### src/fqr_pkg.sv
// ----------------------------------------------------------------------------
// fqr_pkg
// Shared types, constants and helpers for the keyed-delete fifo queue.
// ----------------------------------------------------------------------------
package fqr_pkg;

    localparam int QUEUE_DEPTH = 16;
    localparam int ID_BITS     = 8;
    localparam int TIME_BITS   = 32;
    localparam int ACTION_BITS = 2;
    localparam int COUNT_BITS  = 5;

    localparam int PTR_W = $clog2(QUEUE_DEPTH);
    localparam int CNT_W = PTR_W + 1;

    localparam logic [TIME_BITS-1:0] EMPTY_HEAD_TIME = TIME_BITS'(64'd999999999);

    typedef logic [PTR_W-1:0] ptr_t;
    typedef logic [CNT_W-1:0] cnt_t;

    typedef enum logic [ACTION_BITS-1:0] {
        ACT_PUSH   = 2'd0,
        ACT_POP    = 2'd1,
        ACT_REMOVE = 2'd2,
        ACT_CLEAR  = 2'd3
    } action_t;

    typedef enum logic [2:0] {
        ST_IDLE,
        ST_POP,
        ST_SCAN,
        ST_SHIFT,
        ST_RESULT
    } state_t;

    typedef struct packed {
        logic [ACTION_BITS-1:0] action;
        logic [ID_BITS-1:0]     item_id;
        logic [TIME_BITS-1:0]   arrival_time;
    } req_word_t;

    typedef struct packed {
        logic                  ok;
        logic [ID_BITS-1:0]    out_id;
        logic [TIME_BITS-1:0]  out_time;
        logic [TIME_BITS-1:0]  head_time;
        logic                  queue_empty;
        logic [COUNT_BITS-1:0] queue_count;
    } rsp_word_t;

    typedef struct packed {
        logic [ID_BITS-1:0]   id;
        logic [TIME_BITS-1:0] arrival;
    } entry_t;

    // one access per port, indexes are relative to the head
    typedef struct packed {
        logic   rd_en;
        ptr_t   rd_idx;
        logic   wr_en;
        ptr_t   wr_idx;
        entry_t wr_entry;
    } mem_cmd_t;

    // circular add, both operands below QUEUE_DEPTH
    function automatic ptr_t ptr_add(input ptr_t a, input ptr_t b);
        logic [PTR_W:0] sum;
        sum = {1'b0, a} + {1'b0, b};
        if (sum >= (PTR_W+1)'(QUEUE_DEPTH))
        begin
            sum = sum - (PTR_W+1)'(QUEUE_DEPTH);
        end
        return sum[PTR_W-1:0];
    endfunction

endpackage

### src/fqr_req_if.sv
// ----------------------------------------------------------------------------
// fqr_req_if
// Valid/ready channel carrying one queue request word.
// ----------------------------------------------------------------------------
interface fqr_req_if;

    logic               valid;
    logic               ready;
    fqr_pkg::req_word_t data;

    modport source (output valid, output data, input ready);
    modport sink   (input valid, input data, output ready);

endinterface

### src/fqr_rsp_if.sv
// ----------------------------------------------------------------------------
// fqr_rsp_if
// Valid/ready channel carrying one queue result word.
// ----------------------------------------------------------------------------
interface fqr_rsp_if;

    logic               valid;
    logic               ready;
    fqr_pkg::rsp_word_t data;

    modport source (output valid, output data, input ready);
    modport sink   (input valid, input data, output ready);

endinterface

### src/fqr_store.sv
// ----------------------------------------------------------------------------
// fqr_store
// Entry memory of the queue: circular array addressed relative to the head,
// one write and one registered read per cycle.
// ----------------------------------------------------------------------------
module fqr_store
(
    input  logic               clk,
    input  fqr_pkg::ptr_t      head,
    input  fqr_pkg::mem_cmd_t  cmd,
    output fqr_pkg::entry_t    rd_data
);

    fqr_pkg::entry_t mem [fqr_pkg::QUEUE_DEPTH];
    fqr_pkg::ptr_t   rd_phys;
    fqr_pkg::ptr_t   wr_phys;

    assign rd_phys = fqr_pkg::ptr_add(head, cmd.rd_idx);
    assign wr_phys = fqr_pkg::ptr_add(head, cmd.wr_idx);

    always_ff @(posedge clk)
    begin
        if (cmd.wr_en)
        begin
            mem[wr_phys] <= cmd.wr_entry;
        end
        if (cmd.rd_en)
        begin
            rd_data <= mem[rd_phys];
        end
    end

endmodule

### src/fifo_queue_with_remove_by_id_core.sv
// ----------------------------------------------------------------------------
// fifo_queue_with_remove_by_id_core
// Bounded fifo of (id, arrival time) entries with push, pop, keyed remove
// and clear; one result word per request.
// ----------------------------------------------------------------------------
// Requests are handled one at a time. The entries sit in a single circular
// memory with one read and one write port, so every cycle moves at most one
// entry. Push, clear, a failing push or pop and a remove on an empty queue
// go from acceptance straight to the result state; a pop passes through the
// pop state first. A keyed remove walks the memory from the head one entry
// a cycle until the id matches, then moves each later entry down by one slot
// a cycle; a match at the head only advances the head. The result sits in an
// output register and a new request is taken only once the previous result
// is loaded there.
module fifo_queue_with_remove_by_id_core
(
    input  logic      clk,
    input  logic      rst_n,
    fqr_req_if.sink   req,
    fqr_rsp_if.source rsp
);

    fqr_pkg::state_t  state_reg,     state_next;
    fqr_pkg::ptr_t    head_reg,      head_next;
    fqr_pkg::cnt_t    count_reg,     count_next;
    fqr_pkg::ptr_t    idx_reg,       idx_next;
    logic [fqr_pkg::ID_BITS-1:0]   op_id_reg,    op_id_next;
    logic [fqr_pkg::TIME_BITS-1:0] op_time_reg,  op_time_next;
    logic                          ok_reg,       ok_next;
    logic [fqr_pkg::ID_BITS-1:0]   pop_id_reg,   pop_id_next;
    logic [fqr_pkg::TIME_BITS-1:0] pop_time_reg, pop_time_next;
    logic                          fwd_reg,      fwd_next;
    logic                          out_valid_reg, out_valid_next;
    fqr_pkg::rsp_word_t            out_word_reg,  out_word_next;

    fqr_pkg::mem_cmd_t mem_cmd;
    fqr_pkg::entry_t   rd_data;
    fqr_pkg::cnt_t     idx_plus1;
    logic              accept;

    fqr_store u_store
    (
        .clk     (clk),
        .head    (head_reg),
        .cmd     (mem_cmd),
        .rd_data (rd_data)
    );

    assign idx_plus1 = fqr_pkg::cnt_t'(idx_reg) + fqr_pkg::cnt_t'(1);
    assign req.ready = (state_reg == fqr_pkg::ST_IDLE);
    assign accept    = req.valid && req.ready;
    assign rsp.valid = out_valid_reg;
    assign rsp.data  = out_word_reg;

    always_ff @(posedge clk or negedge rst_n)
    begin
        if (!rst_n)
        begin
            state_reg     <= fqr_pkg::ST_IDLE;
            head_reg      <= '0;
            count_reg     <= '0;
            out_valid_reg <= 1'b0;
        end
        else
        begin
            state_reg     <= state_next;
            head_reg      <= head_next;
            count_reg     <= count_next;
            out_valid_reg <= out_valid_next;
        end
    end

    always_ff @(posedge clk)
    begin
        idx_reg       <= idx_next;
        op_id_reg     <= op_id_next;
        op_time_reg   <= op_time_next;
        ok_reg        <= ok_next;
        pop_id_reg    <= pop_id_next;
        pop_time_reg  <= pop_time_next;
        fwd_reg       <= fwd_next;
        out_word_reg  <= out_word_next;
    end

    always_comb
    begin
        state_next     = state_reg;
        head_next      = head_reg;
        count_next     = count_reg;
        idx_next       = idx_reg;
        op_id_next     = op_id_reg;
        op_time_next   = op_time_reg;
        ok_next        = ok_reg;
        pop_id_next    = pop_id_reg;
        pop_time_next  = pop_time_reg;
        fwd_next       = fwd_reg;
        out_word_next  = out_word_reg;
        out_valid_next = out_valid_reg && !rsp.ready;
        mem_cmd        = '0;

        unique case (state_reg)
            fqr_pkg::ST_IDLE:
            begin
                if (accept)
                begin
                    op_id_next     = req.data.item_id;
                    op_time_next   = req.data.arrival_time;
                    ok_next        = 1'b0;
                    pop_id_next    = '0;
                    pop_time_next  = '0;
                    fwd_next       = 1'b0;
                    // head read for the result unless another state takes over
                    mem_cmd.rd_en  = 1'b1;
                    mem_cmd.rd_idx = '0;
                    state_next     = fqr_pkg::ST_RESULT;
                    unique case (fqr_pkg::action_t'(req.data.action))
                        fqr_pkg::ACT_PUSH:
                        begin
                            if (count_reg < fqr_pkg::cnt_t'(fqr_pkg::QUEUE_DEPTH))
                            begin
                                mem_cmd.wr_en            = 1'b1;
                                mem_cmd.wr_idx           = count_reg[fqr_pkg::PTR_W-1:0];
                                mem_cmd.wr_entry.id      = req.data.item_id;
                                mem_cmd.wr_entry.arrival = req.data.arrival_time;
                                count_next = count_reg + fqr_pkg::cnt_t'(1);
                                ok_next    = 1'b1;
                                // pushing into an empty queue: head read misses the write
                                fwd_next   = (count_reg == '0);
                            end
                        end
                        fqr_pkg::ACT_POP:
                        begin
                            if (count_reg != '0)
                            begin
                                state_next = fqr_pkg::ST_POP;
                            end
                        end
                        fqr_pkg::ACT_REMOVE:
                        begin
                            if (count_reg != '0)
                            begin
                                idx_next   = '0;
                                state_next = fqr_pkg::ST_SCAN;
                            end
                        end
                        fqr_pkg::ACT_CLEAR:
                        begin
                            mem_cmd.rd_en = 1'b0;
                            count_next    = '0;
                            head_next     = '0;
                            ok_next       = 1'b1;
                        end
                        default:
                        begin
                            state_next = fqr_pkg::ST_RESULT;
                        end
                    endcase
                end
            end

            fqr_pkg::ST_POP:
            begin
                pop_id_next    = rd_data.id;
                pop_time_next  = rd_data.arrival;
                ok_next        = 1'b1;
                head_next      = fqr_pkg::ptr_add(head_reg, fqr_pkg::ptr_t'(1));
                count_next     = count_reg - fqr_pkg::cnt_t'(1);
                mem_cmd.rd_en  = 1'b1;
                mem_cmd.rd_idx = fqr_pkg::ptr_t'(1);
                state_next     = fqr_pkg::ST_RESULT;
            end

            fqr_pkg::ST_SCAN:
            begin
                mem_cmd.rd_en = 1'b1;
                if (rd_data.id == op_id_reg)
                begin
                    ok_next    = 1'b1;
                    count_next = count_reg - fqr_pkg::cnt_t'(1);
                    if (idx_reg == '0)
                    begin
                        head_next      = fqr_pkg::ptr_add(head_reg, fqr_pkg::ptr_t'(1));
                        mem_cmd.rd_idx = fqr_pkg::ptr_t'(1);
                        state_next     = fqr_pkg::ST_RESULT;
                    end
                    else if (idx_plus1 == count_reg)
                    begin
                        // match on the tail entry: nothing to move
                        mem_cmd.rd_idx = '0;
                        state_next     = fqr_pkg::ST_RESULT;
                    end
                    else
                    begin
                        mem_cmd.rd_idx = idx_plus1[fqr_pkg::PTR_W-1:0];
                        state_next     = fqr_pkg::ST_SHIFT;
                    end
                end
                else if (idx_plus1 < count_reg)
                begin
                    mem_cmd.rd_idx = idx_plus1[fqr_pkg::PTR_W-1:0];
                    idx_next       = idx_plus1[fqr_pkg::PTR_W-1:0];
                end
                else
                begin
                    mem_cmd.rd_idx = '0;
                    state_next     = fqr_pkg::ST_RESULT;
                end
            end

            fqr_pkg::ST_SHIFT:
            begin
                // rd_data holds the entry behind idx_reg; count_reg is already reduced
                mem_cmd.wr_en    = 1'b1;
                mem_cmd.wr_idx   = idx_reg;
                mem_cmd.wr_entry = rd_data;
                mem_cmd.rd_en    = 1'b1;
                if (idx_plus1 == count_reg)
                begin
                    mem_cmd.rd_idx = '0;
                    state_next     = fqr_pkg::ST_RESULT;
                end
                else
                begin
                    mem_cmd.rd_idx = idx_reg + fqr_pkg::ptr_t'(2);
                    idx_next       = idx_plus1[fqr_pkg::PTR_W-1:0];
                end
            end

            fqr_pkg::ST_RESULT:
            begin
                if (!out_valid_reg || rsp.ready)
                begin
                    out_valid_next        = 1'b1;
                    out_word_next.ok      = ok_reg;
                    out_word_next.out_id  = pop_id_reg;
                    out_word_next.out_time = pop_time_reg;
                    if (count_reg == '0)
                    begin
                        out_word_next.head_time = fqr_pkg::EMPTY_HEAD_TIME;
                    end
                    else if (fwd_reg)
                    begin
                        out_word_next.head_time = op_time_reg;
                    end
                    else
                    begin
                        out_word_next.head_time = rd_data.arrival;
                    end
                    out_word_next.queue_empty = (count_reg == '0);
                    out_word_next.queue_count = fqr_pkg::COUNT_BITS'(count_reg);
                    state_next = fqr_pkg::ST_IDLE;
                end
            end

            default:
            begin
                state_next = fqr_pkg::ST_IDLE;
            end
        endcase
    end

`ifndef ASSERT_OFF
    a_count_bound: assert property (@(posedge clk) disable iff (!rst_n)
        count_reg <= fqr_pkg::cnt_t'(fqr_pkg::QUEUE_DEPTH))
        else $error("entry count above queue depth");

    a_scan_in_range: assert property (@(posedge clk) disable iff (!rst_n)
        (state_reg == fqr_pkg::ST_SCAN) |-> (idx_plus1 <= count_reg))
        else $error("scan index beyond held entries");

    a_no_port_clash: assert property (@(posedge clk) disable iff (!rst_n)
        (mem_cmd.wr_en && mem_cmd.rd_en && state_reg == fqr_pkg::ST_SHIFT)
            |-> (mem_cmd.wr_idx != mem_cmd.rd_idx))
        else $error("shift reads the slot it writes");

    a_result_source: assert property (@(posedge clk) disable iff (!rst_n)
        $rose(out_valid_reg) |-> $past(state_reg == fqr_pkg::ST_RESULT))
        else $error("result loaded outside the result state");

    a_count_step: assert property (@(posedge clk) disable iff (!rst_n)
        (state_reg != fqr_pkg::ST_IDLE && state_reg != fqr_pkg::ST_RESULT)
            |=> (count_reg == $past(count_reg)
                 || count_reg == $past(count_reg) - fqr_pkg::cnt_t'(1)))
        else $error("count moved by more than one during pop or remove");
`endif

endmodule
### src/flat_wrapper.sv
// flat-port wrapper written by rule: the top's interface ports become plain ports
module fifo_queue_with_remove_by_id_core_flat 
  (clk, rst_n, req_valid, req_data, req_ready, rsp_valid, rsp_data, rsp_ready);
  fqr_req_if req_i ();
  fqr_rsp_if rsp_i ();
  input  logic clk;
  input  logic rst_n;
  input wire logic [$bits(req_i.valid)-1:0] req_valid;
  input wire logic [$bits(req_i.data)-1:0] req_data;
  output wire logic [$bits(req_i.ready)-1:0] req_ready;
  output wire logic [$bits(rsp_i.valid)-1:0] rsp_valid;
  output wire logic [$bits(rsp_i.data)-1:0] rsp_data;
  input wire logic [$bits(rsp_i.ready)-1:0] rsp_ready;
  assign req_i.valid = req_valid;
  assign req_i.data = req_data;
  assign req_ready = req_i.ready;
  assign rsp_valid = rsp_i.valid;
  assign rsp_data = rsp_i.data;
  assign rsp_i.ready = rsp_ready;
  fifo_queue_with_remove_by_id_core u_core (.clk(clk), .rst_n(rst_n), .req(req_i), .rsp(rsp_i));
endmodule
### config.mk
export PLATFORM = sky130hd
export DESIGN_NAME = fifo_queue_with_remove_by_id_core_flat
export DESIGN_NICKNAME = d
export VERILOG_FILES = /design/src/fqr_pkg.sv /design/src/fqr_req_if.sv /design/src/fqr_rsp_if.sv /design/src/fqr_store.sv /design/src/fifo_queue_with_remove_by_id_core.sv /design/src/flat_wrapper.sv
export SDC_FILE = /design/constraint.sdc
export NUM_CORES = 1
export LEC_CHECK = 0
export ABC_AREA = 1
export BUFFER_PORTS_ARGS = -buffer_cell sky130_fd_sc_hd__buf_2
export CAP_MARGIN = 20
export CELL_PAD_IN_SITES_DETAIL_PLACEMENT = 1
export CELL_PAD_IN_SITES_GLOBAL_PLACEMENT = 1
export CORE_MARGIN = 5
export CORE_UTILIZATION = 42
export CTS_CLUSTER_DIAMETER = 150
export DETAILED_ROUTE_END_ITERATION = 6
export GPL_TIMING_DRIVEN = 1
export PLACE_DENSITY = 0.74
export SYNTH_ARGS = -nofsm -noshare
export SYNTH_HDL_FRONTEND = slang
export SYNTH_SLANG_ARGS = --single-unit
### constraint.sdc
create_clock -name clk -period 7.32 [get_ports clk]
set_clock_uncertainty 0.2 [all_clocks]
set_input_delay 1.464 -clock clk [delete_from_list [all_inputs] [get_ports clk]]
set_output_delay 1.464 -clock clk [all_outputs]
set_load 0.02 [all_outputs]
==> flow_summary.ini, run 1 <==
[clocking]
clk_pin_slew_ns = 0.06
hold_buffers = 0
clock-sinks = 858
clockBufferDepth = 3
htree_levels = 3
clk_latency_ns = 0.65
cts_resized = 0
cts_setup_buffers = 0
cts_tree = built
cts_buffers = 89
root_buffer = clkbuf_16

[power]
netSwitchingFraction = 0.363
p_sw_mw = 5.73
p_clk_frac = 0.273
share_comb_of_total_power = 0.319
pwr-share-seq = 0.408
leakage_nw = 14.4
internal_power_mw = 10.0
power-per-cell-area_nw_per_um2 = 403
vdd_drop_max_mv = 0.252

[setup_path]
timing.rr.start = u_core.idx_reg[0]
cp_cell_sequence = ha_1, xor2_1, ha_1, nand2_1, a21oi_1, nor2_1, nand3_1, nor2_1, nand2_1, o2111ai_1, ha_4, inv_8, buf_4, o21ai_0, o22ai_1, nand2_1, o21ai_1, nand3_1, nand2_1
cp-startpoint = u_core.idx_reg[0]
path_max_fanout = 164
crit_slowest_cell = inv_8
cp_common_cell = nand2_1
cp_data_required_time_ns = 7.60
cp_data_arrival_time_ns = 5.61
critPathKind = reg2reg
r2r_slack_ns = 2.00
cp_slowest_stage_delay_ns = 0.71
cp-end-kind = register
worstSetupStartpointType = register

[synthesis]
syn_inst = 2621
yosysTopAreaCell = edfxtp_1
ys_seq_area_frac = 0.750
yosysMostFrequentCell = edfxtp_1
netlist_top_cells_count = 845 x edfxtp_1, 513 x nand2_1, 236 x o21ai_0, 233 x nor2_1, 128 x inv_1
synthFlopType = edfxtp_1
synthArstFlopShare = 0.0152
ys_ff_latch = 858
synthTopCellsByArea = edfxtp_1 74%, nand2_1 5.6%, o21ai_0 3.4%
netlist_area_um2 = 34300
synth_top_area_share = 0.740
synth_cell_types = 38
avgSynthCellArea_um2 = 13.1
synth_edf_count = 845
yosysWarnings = 0
syn_nets = 2690

[run_status]
status = complete, no violations

[global_routing]
grt_pass1_wl_mm = 145
top_usage_layer = met2
antenna_found_initial = 4
grt.met3_usage = 0.0383
grt_overflow_total = 0
met2_usage = 0.371
grt_pass1_vias = 23500
grt_usage = 0.219
globalRouteMet1Util = 0.282
grt_max_degree = 165

[route]
wl_mm = 97.9
viasPerCell = 5.71
wl_per_cell_um = 25.2
drtAntennaViolNets = 0
drt_iter0_drc = 2166
drc = 0
firstDrtPassIters = 5
dr_total_vias = 22200

[sta]
rsz0062_at_grt = no
post-route-min-period_ns = 5.32
setup_viol = 0
hold_viol = 0
worst_pin_slew_ns = 1.11
slew_headroom = 0.256
slew_viol_final = 0
finalCritPeriodShare = 0.727
fmaxAchievable_mhz = 188
finalSetupTns_ns = 0
layout_setup_ws_ns = 2.00

[floorplan]
die_h_um = 296
fp-row-count = 104
die_x_um = 296
ios = 127
core_um2 = 80700
die_area_um2 = 87400
start_util = 0.425

[final_layout]
largest_reg_flops = 640
layout.nets = 2827
top_register = u_core.u_store.mem
areaGrowthSynthToFinish_pct = 14.1
drive_gt1_frac = 0.134
n_antenna_cell = 0

[min_path]
min_from = u_core.pop_id_reg[3]
min_path_type = reg2reg

[place]
io_buffers = 126
post-place-ws_ns = 1.85
place_congestion = 0.813
dp_hpwl_mm = 58.1

[run]
drv_cap = 0
==> kinds of logic (layout without fill, tap and decap cells) <==
family	count (synthesis)	after routing	share of synthesized area
xor+xnor	16	16	0.00431
flops	858	858	0.750
fa+ha+maj	23	23	0.00883
simple gates	832	832	0.0961
compound gates	596	596	0.106
buf+inv	296	501	0.0356
==> layout make-up <==
type / count / area, um^2
Sequential cell: 858 / 25700
Multi-Input combinational cell: 1467 / 7550
Inverter: 139 / 534
Tap cell: 1060 / 1330
Fill cell: 8194 / 41600
Clock inverter: 43 / 359
Timing Repair Buffer: 203 / 1270
Clock buffer: 116 / 2380
==> stage by stage <==
stage,instance area (um^2),power [mW],hold WS (ns),util,instances
after floorplan,34300,9.74,0.200,-,2621
after global placement,36300,11.2,0.204,0.450,3718
after detailed placement,36300,11.5,0.206,0.450,3720
after CTS,39100,15.9,0.221,0.484,3879
after global routing,39100,16.5,0.225,0.485,3886
final,39100,15.8,0.218,0.485,3886
==> routing by layer <==
layer,share of wire,up-vias
met5,0,-
met4,0.037,0
met3,0.067,189
met2,0.49,848
met1,0.40,11400
li1,-,9812
==> power by group through the flow <==
stage | registers [mW] | logic [mW] | clock network [mW]
6_report | 6.42 | 5.03 | 4.31
5_1_grt | 6.47 | 5.47 | 4.61
4_1_cts | 6.43 | 5.05 | 4.38
3_5_place_dp | 6.52 | 5.00 | 0
3_3_place_gp | 6.49 | 4.74 | 0
2_1_floorplan | 6.70 | 3.04 | 0
==> cell usage in the layout, fill, tap and decap left out, types with 2 or more instances in the layout <==
cell type,synthesis,routed
o22ai_1,125,122
clkbuf_16,0,91
o21ai_0,236,236
a31oi_1,2,2
clkinv_2,0,13
inv_2,10,8
clkinvlp_4,0,4
o211ai_1,22,22
nor2_1,233,217
xnor2_1,6,5
o21ai_1,38,38
nor3_1,2,2
nand3_1,65,64
dfrtp_1,13,13
o22ai_2,1,4
buf_4,8,72
ha_1,21,20
edfxtp_1,845,845
nor2_2,3,3
a32o_1,80,80
nand2_1,513,510
nand4_1,2,2
inv_1,128,128
clkinv_8,0,2
clkinv_1,1,16
xor2_1,9,9
buf_2,64,126
a21oi_1,88,87
inv_6,0,3
bufinv_16,0,4
nor2_4,2,18
clkbuf_1,82,24
buf_12,0,5
nand2_2,8,11
clkinv_4,0,2
==> path summary, 6_finish.rpt <==
| path | end | depth (start not counted) |
|---|---|---|
| worst max-delay path | u_core.u_store.rd_data[32] | 19 |
| worst min-delay path | u_core.rsp.data[73] | 0 |
| worst max register to register | u_core.u_store.rd_data[32] | 19 |
| worst min register to register | u_core.rsp.data[73] | 0 |
| max in group asynchronous | u_core.count_reg[3] | 1 |
| min in group asynchronous | u_core.count_reg[4] | 1 |
==> worst max-delay path, delay by kind of cell, from the launching register on <==
family	cells	cell delay, ns
buffers and inverters	2	1.33
AND/OR/NAND/NOR	8	1.00
AO/OA/AOI/OAI	5	0.69
flip-flops	1	0.50
adder cells (fa/ha/maj)	3	1.00
XOR/XNOR	1	0.25
No activity file was read; power rests on OpenSTA's default activity.
==> run 2, diff against run 1 <==
==> constraint.sdc (replaced) <==
create_clock -name clk -period 5 [get_ports clk]
set_clock_uncertainty 0.2 [all_clocks]
set_input_delay 1 -clock clk [delete_from_list [all_inputs] [get_ports clk]]
set_output_delay 1 -clock clk [all_outputs]
set_load 0.02 [all_outputs]
==> flow_summary.ini, run 2 (synthesis gave the netlist of run 1 again) <==
[clocking]
clk_latency_ns = 0.65
clockBufferDepth = 3
htree_levels = 3
cts_buffers = 88
root_buffer = clkbuf_16
hold_buffers = 0
cts_resized = 0
clk_pin_slew_ns = 0.06
cts_tree = built
clock-sinks = 858
cts_setup_buffers = 0

[floorplan]
start_util = 0.425
die_area_um2 = 87400
core_um2 = 80700
ios = 127
die_h_um = 296
die_x_um = 296
fp-row-count = 104

[sta]
fmaxAchievable_mhz = 212
worst_pin_slew_ns = 1.14
post-route-min-period_ns = 4.71
slew_viol_final = 0
layout_setup_ws_ns = 0.293
slew_headroom = 0.239
setup_viol = 0
finalCritPeriodShare = 0.941
hold_viol = 0
rsz0062_at_grt = no
whs_ns = 0.0475

[route]
dr_total_vias = 22800
wl_mm = 101
drt_iter0_drc = 2148
drtAntennaViolNets = 0
drc = 0
firstDrtPassIters = 6
wl_per_cell_um = 25.7
viasPerCell = 5.82

[place]
io_buffers = 126
place_congestion = 0.841
post-place-ws_ns = 0.376
dp_hpwl_mm = 56.9

[final_layout]
areaGrowthSynthToFinish_pct = 15.6
drive_gt1_frac = 0.143
n_antenna_cell = 0
nFillCells = 8185
layout.nets = 2855
top_register = u_core.u_store.mem
mostFrequentLayoutCells = 845 x edfxtp_1, 510 x nand2_1, 236 x o21ai_0
final_common_cell = edfxtp_1
largest_reg_flops = 640

[global_routing]
grt_usage = 0.225
grt_pass1_wl_mm = 149
antenna_found_initial = 1
grt_max_degree = 135
grt_pass1_vias = 24000
grt_overflow_total = 0

[setup_path]
r2r_slack_ns = 0.29
path_max_fanout = 52
timing.rr.start = u_core.idx_reg[0]
cp_slowest_stage_delay_ns = 0.59
cp_data_required_time_ns = 5.32
crit_slowest_cell = fa_2
reg2regPathDepth = 19
worstSetupStartpointType = register
cp_cell_sequence = ha_1, xor2_1, ha_1, nand2_1, a21oi_1, nor2_1, nand3_1, o21ai_0, nand2_1, o21ai_0, fa_2, inv_6, buf_12, o21ai_0, o22ai_1, nand2_1, o21ai_0, nand2_1, nand2_1
cp_data_arrival_time_ns = 5.02
critPathKind = reg2reg
cp-end-kind = register
cp_common_cell = nand2_1
rr_endpoint = u_core.u_store.rd_data[24]

[power]
power_mw = 23.3
vdd_drop_max_mv = 0.513
leakage_nw = 14.6
power-per-cell-area_nw_per_um2 = 587

[min_path]
min_path_type = in2async

[run_status]
status = complete, no violations

[run]
drv_cap = 0
[run 2: cell types whose count changed in the layout (fill, tap and decap cells not counted), sizes merged]
| cell | before | now |
|---|---|---|
| bufinv | 4 | 8 |
| clkinv | 33 | 44 |
| clkinvlp | 4 | 3 |
| buf | 203 | 232 |
| clkbuf | 116 | 106 |
| inv | 141 | 139 |
[run 2: worst max-delay path, delay by kind of cell, from the launching register on]
family / cells / cell delay, ns
and+or+nand+nor: 7 / 0.77
adders and majority gates: 3 / 1.18
buffers and inverters: 2 / 0.68
DFF: 1 / 0.50
AOI/OAI and AO/OA: 6 / 0.96
xor gates and xnor gates: 1 / 0.26
[run 2: layer usage]
metal  GRT usage  share of wire  vias to the layer above
li1            -              -                     9876
met3      0.0418          0.080                      218
met5           0              0                        -
met1       0.301           0.41                    11700
met4      0.0767          0.030                        0
met2       0.376           0.48                      975
[run 2: worst max-delay path by stage]
| stage | depth (start not counted) | from | slack, ns | endpoint |
|---|---|---|---|---|
| 6_report | 19 | u_core.idx_reg[0] | 0.29 | u_core.u_store.rd_data[24] |
| 5_1_grt | 23 | u_core.idx_reg[1] | 0.04 | u_core.u_store.rd_data[37] |
| 4_1_cts | 18 | u_core.idx_reg[0] | 0.36 | u_core.u_store.rd_data[22] |
| 3_5_place_dp | 19 | u_core.idx_reg[0] | 0.38 | u_core.u_store.rd_data[31] |
| 3_3_place_gp | 23 | u_core.idx_reg[1] | 0.59 | u_core.u_store.rd_data[37] |
| 2_1_floorplan | 13 | req_valid | -0.66 | u_core.u_store.mem[10][0] |
[run 2: where the power goes]
part / leakage, nW / internal, mW / switching [mW]
sequential: 8.01 / 9.10 / 0.303
clock: 1.39 / 3.74 / 2.77
combinational: 5.22 / 2.11 / 5.24
[run 2: metrics by stage]
| stage | area (um^2) | utilization | setup TNS (ns) | std cells |
|---|---|---|---|---|
| final | 39600 | 0.491 | 0 | 3917 |
| after global routing | 39600 | 0.491 | 0 | 3917 |
| after CTS | 39400 | 0.488 | 0 | 3886 |
| after detailed placement | 36600 | 0.453 | 0 | 3725 |
| after global placement | 36500 | 0.453 | 0 | 3722 |
| after floorplan | 34300 | - | -218.48 | 2621 |
[run 2: cell type report]
type	instances	area [um^2]	share of cell area
multi-input combinational	1467	7530	0.190
timing repair buffer	232	1700	0.0429
clock buffer	106	2330	0.0589
tap	1060	1330	0.0335
inverter	139	534	0.0135
sequential	858	25700	0.648
clock inverter	55	510	0.0129
==> run 3, diff against run 2 <==
--- a/config.mk
+++ b/config.mk
@@ -15,7 +15,7 @@
 export CTS_CLUSTER_DIAMETER = 150
 export DETAILED_ROUTE_END_ITERATION = 6
 export GPL_TIMING_DRIVEN = 1
-export PLACE_DENSITY = 0.74
+export PLACE_DENSITY = 0.77
 export SYNTH_ARGS = -nofsm -noshare
 export SYNTH_HDL_FRONTEND = slang
 export SYNTH_SLANG_ARGS = --single-unit
==> flow_summary.ini, run 3 (synthesis gave the netlist of run 1 again) <==
[power]
share_comb_of_total_power = 0.319
netSwitchingFraction = 0.359
p_sw_mw = 8.36
p_clk_frac = 0.278
leakage_nw = 14.6
vdd_drop_max_mv = 0.507
internal_power_mw = 14.9
pwr-share-seq = 0.403
power-per-cell-area_nw_per_um2 = 589

[setup_path]
crit_slowest_cell = edfxtp_1
reg2regPathDepth = 20
path_buf_inv = 2
cp_cell_sequence = ha_1, xor2_1, ha_1, nand2_1, a21oi_1, nor2_1, nand3_1, nor2_1, nand2_1, o2111ai_1, ha_4, fa_2, inv_6, buf_12, o21ai_0, o22ai_1, nand2_1, o21ai_0, nand2_1, nand2_1
crit_family = adder cells
r2r_slack_ns = 0.25
worstSetupStartpointType = register
cp_data_required_time_ns = 5.30
cp_data_arrival_time_ns = 5.05
timing.rr.start = u_core.idx_reg[0]
rr_endpoint = u_core.u_store.rd_data[39]
cp_common_cell = nand2_1
cp-end-kind = register
critPathKind = reg2reg
path_max_fanout = 58
cp_slowest_stage_delay_ns = 0.51

[global_routing]
grt_overflow_total = 0
antenna_found_initial = 1
grt_max_degree = 121
grt_pass1_wl_mm = 148
grt_usage = 0.222
grt_pass1_vias = 23900

[sta]
fmaxAchievable_mhz = 211
setup_viol = 0
layout_setup_ws_ns = 0.250
rsz0062_at_grt = yes
finalCritPeriodShare = 0.950
slew_headroom = 0.296
finalSetupTns_ns = 0
hold_viol = 0
worst_pin_slew_ns = 1.06
post-route-min-period_ns = 4.75
slew_viol_final = 0

[floorplan]
die_h_um = 296
core_um2 = 80700
ios = 127
start_util = 0.425
die_x_um = 296
die_area_um2 = 87400
fp-row-count = 104

[place]
io_buffers = 126
place_congestion = 0.829
post-place-ws_ns = 0.313
dp_hpwl_mm = 57.4

[clocking]
cts_buffers = 90
clk_latency_ns = 0.66
clockBufferDepth = 3
root_buffer = clkbuf_16
htree_levels = 3
clock-sinks = 858
cts_resized = 0
hold_buffers = 0
cts_setup_buffers = 0
clk_pin_slew_ns = 0.06
cts_tree = built

[route]
firstDrtPassIters = 7
drc = 0
viasPerCell = 5.78
drt_iter0_drc = 2182
drtAntennaViolNets = 0
wl_mm = 99.4
dr_total_vias = 22600
wl_per_cell_um = 25.4

[min_path]
min_path_type = in2async

[final_layout]
drive_gt1_frac = 0.142
areaGrowthSynthToFinish_pct = 15.4
largest_reg_flops = 640
n_antenna_cell = 0
final_common_cell = edfxtp_1
mostFrequentLayoutCells = 845 x edfxtp_1, 510 x nand2_1, 236 x o21ai_0
top_register = u_core.u_store.mem
layout.nets = 2851

[run]
drv_cap = 0

[run_status]
status = complete, no violations
[run 3: changes by cell type in the layout (fill, tap and decap cells not counted)]
cell,change
clkinv_1,-8
clkinvlp_4,+2
clkbuf_8,+1
buf_4,-4
clkbuf_1,+9
o22ai_1,-4
inv_6,+4
clkinv_2,-6
clkinv_16,-1
o22ai_2,+4
bufinv_16,-1
buf_12,-3
buf_6,+1
[run 3: layer usage]
metal  track usage  vias up  wire length, um
li1              -     9863                -
met1         0.291    11600            40200
met2         0.382      940            49400
met3        0.0361      190             6890
met4        0.0670        0             2840
met5             0        -                0
[run 3: worst max path at each step]
stage                            endpoint               from  slack, ns  depth (start not counted)
2_1_floorplan   u_core.u_store.mem[10][0]          req_valid      -0.66                         13
3_3_place_gp    u_core.u_store.mem[0][22]       req_data[40]       0.52                         13
3_5_place_dp   u_core.u_store.rd_data[39]  u_core.idx_reg[0]       0.31                         20
4_1_cts        u_core.u_store.rd_data[15]  u_core.idx_reg[0]       0.22                         16
5_1_grt        u_core.u_store.rd_data[31]  u_core.idx_reg[1]      -0.03                         22
6_report       u_core.u_store.rd_data[39]  u_core.idx_reg[0]       0.25                         20
[run 3: metrics by stage]
stage	hold slack [ns]	cells	area [um^2]	util	power, mW
3_3_place_gp	0.204	3714	36400	0.452	16.4
5_1_grt	0.0780	3911	39600	0.490	24.5
3_5_place_dp	0.206	3727	36500	0.453	16.8
6_report	0.0596	3911	39600	0.490	23.3
2_1_floorplan	0.200	2621	34300	-	14.3
4_1_cts	0.0498	3888	39400	0.488	23.4
[run 3: power by group through the flow]
stage / logic (mW) / clock network [mW] / registers (mW)
detailed placement: 7.28 / 0 / 9.53
CTS: 7.41 / 6.57 / 9.40
floorplan: 4.46 / 0 / 9.79
global placement: 6.87 / 0 / 9.50
finish: 7.44 / 6.48 / 9.39
global route: 8.12 / 6.89 / 9.44
[run 3: worst reg2reg max path: stages (launching register included)]
cell and delay [ns]:
edfxtp_1 0.51, ha_1 0.29, xor2_1 0.27, ha_1 0.31
nand2_1 0.06, a21oi_1 0.05, nor2_1 0.18, nand3_1 0.12
nor2_1 0.18, nand2_1 0.07, o2111ai_1 0.14, ha_4 0.20
fa_2 0.50, inv_6 0.30, buf_12 0.33, o21ai_0 0.20
o22ai_1 0.26, nand2_1 0.15, o21ai_0 0.12, nand2_1 0.08
nand2_1 0.09
[run 3: layout make-up]
class / count / area [um^2]
flip-flops and latches: 858 / 25700
fillers: 8207 / 41100
repair buffers: 226 / 1620
clock inverters: 45 / 440
inverters: 139 / 534
clock buffers: 116 / 2380
multi-input cells: 1467 / 7550
well taps: 1060 / 1330
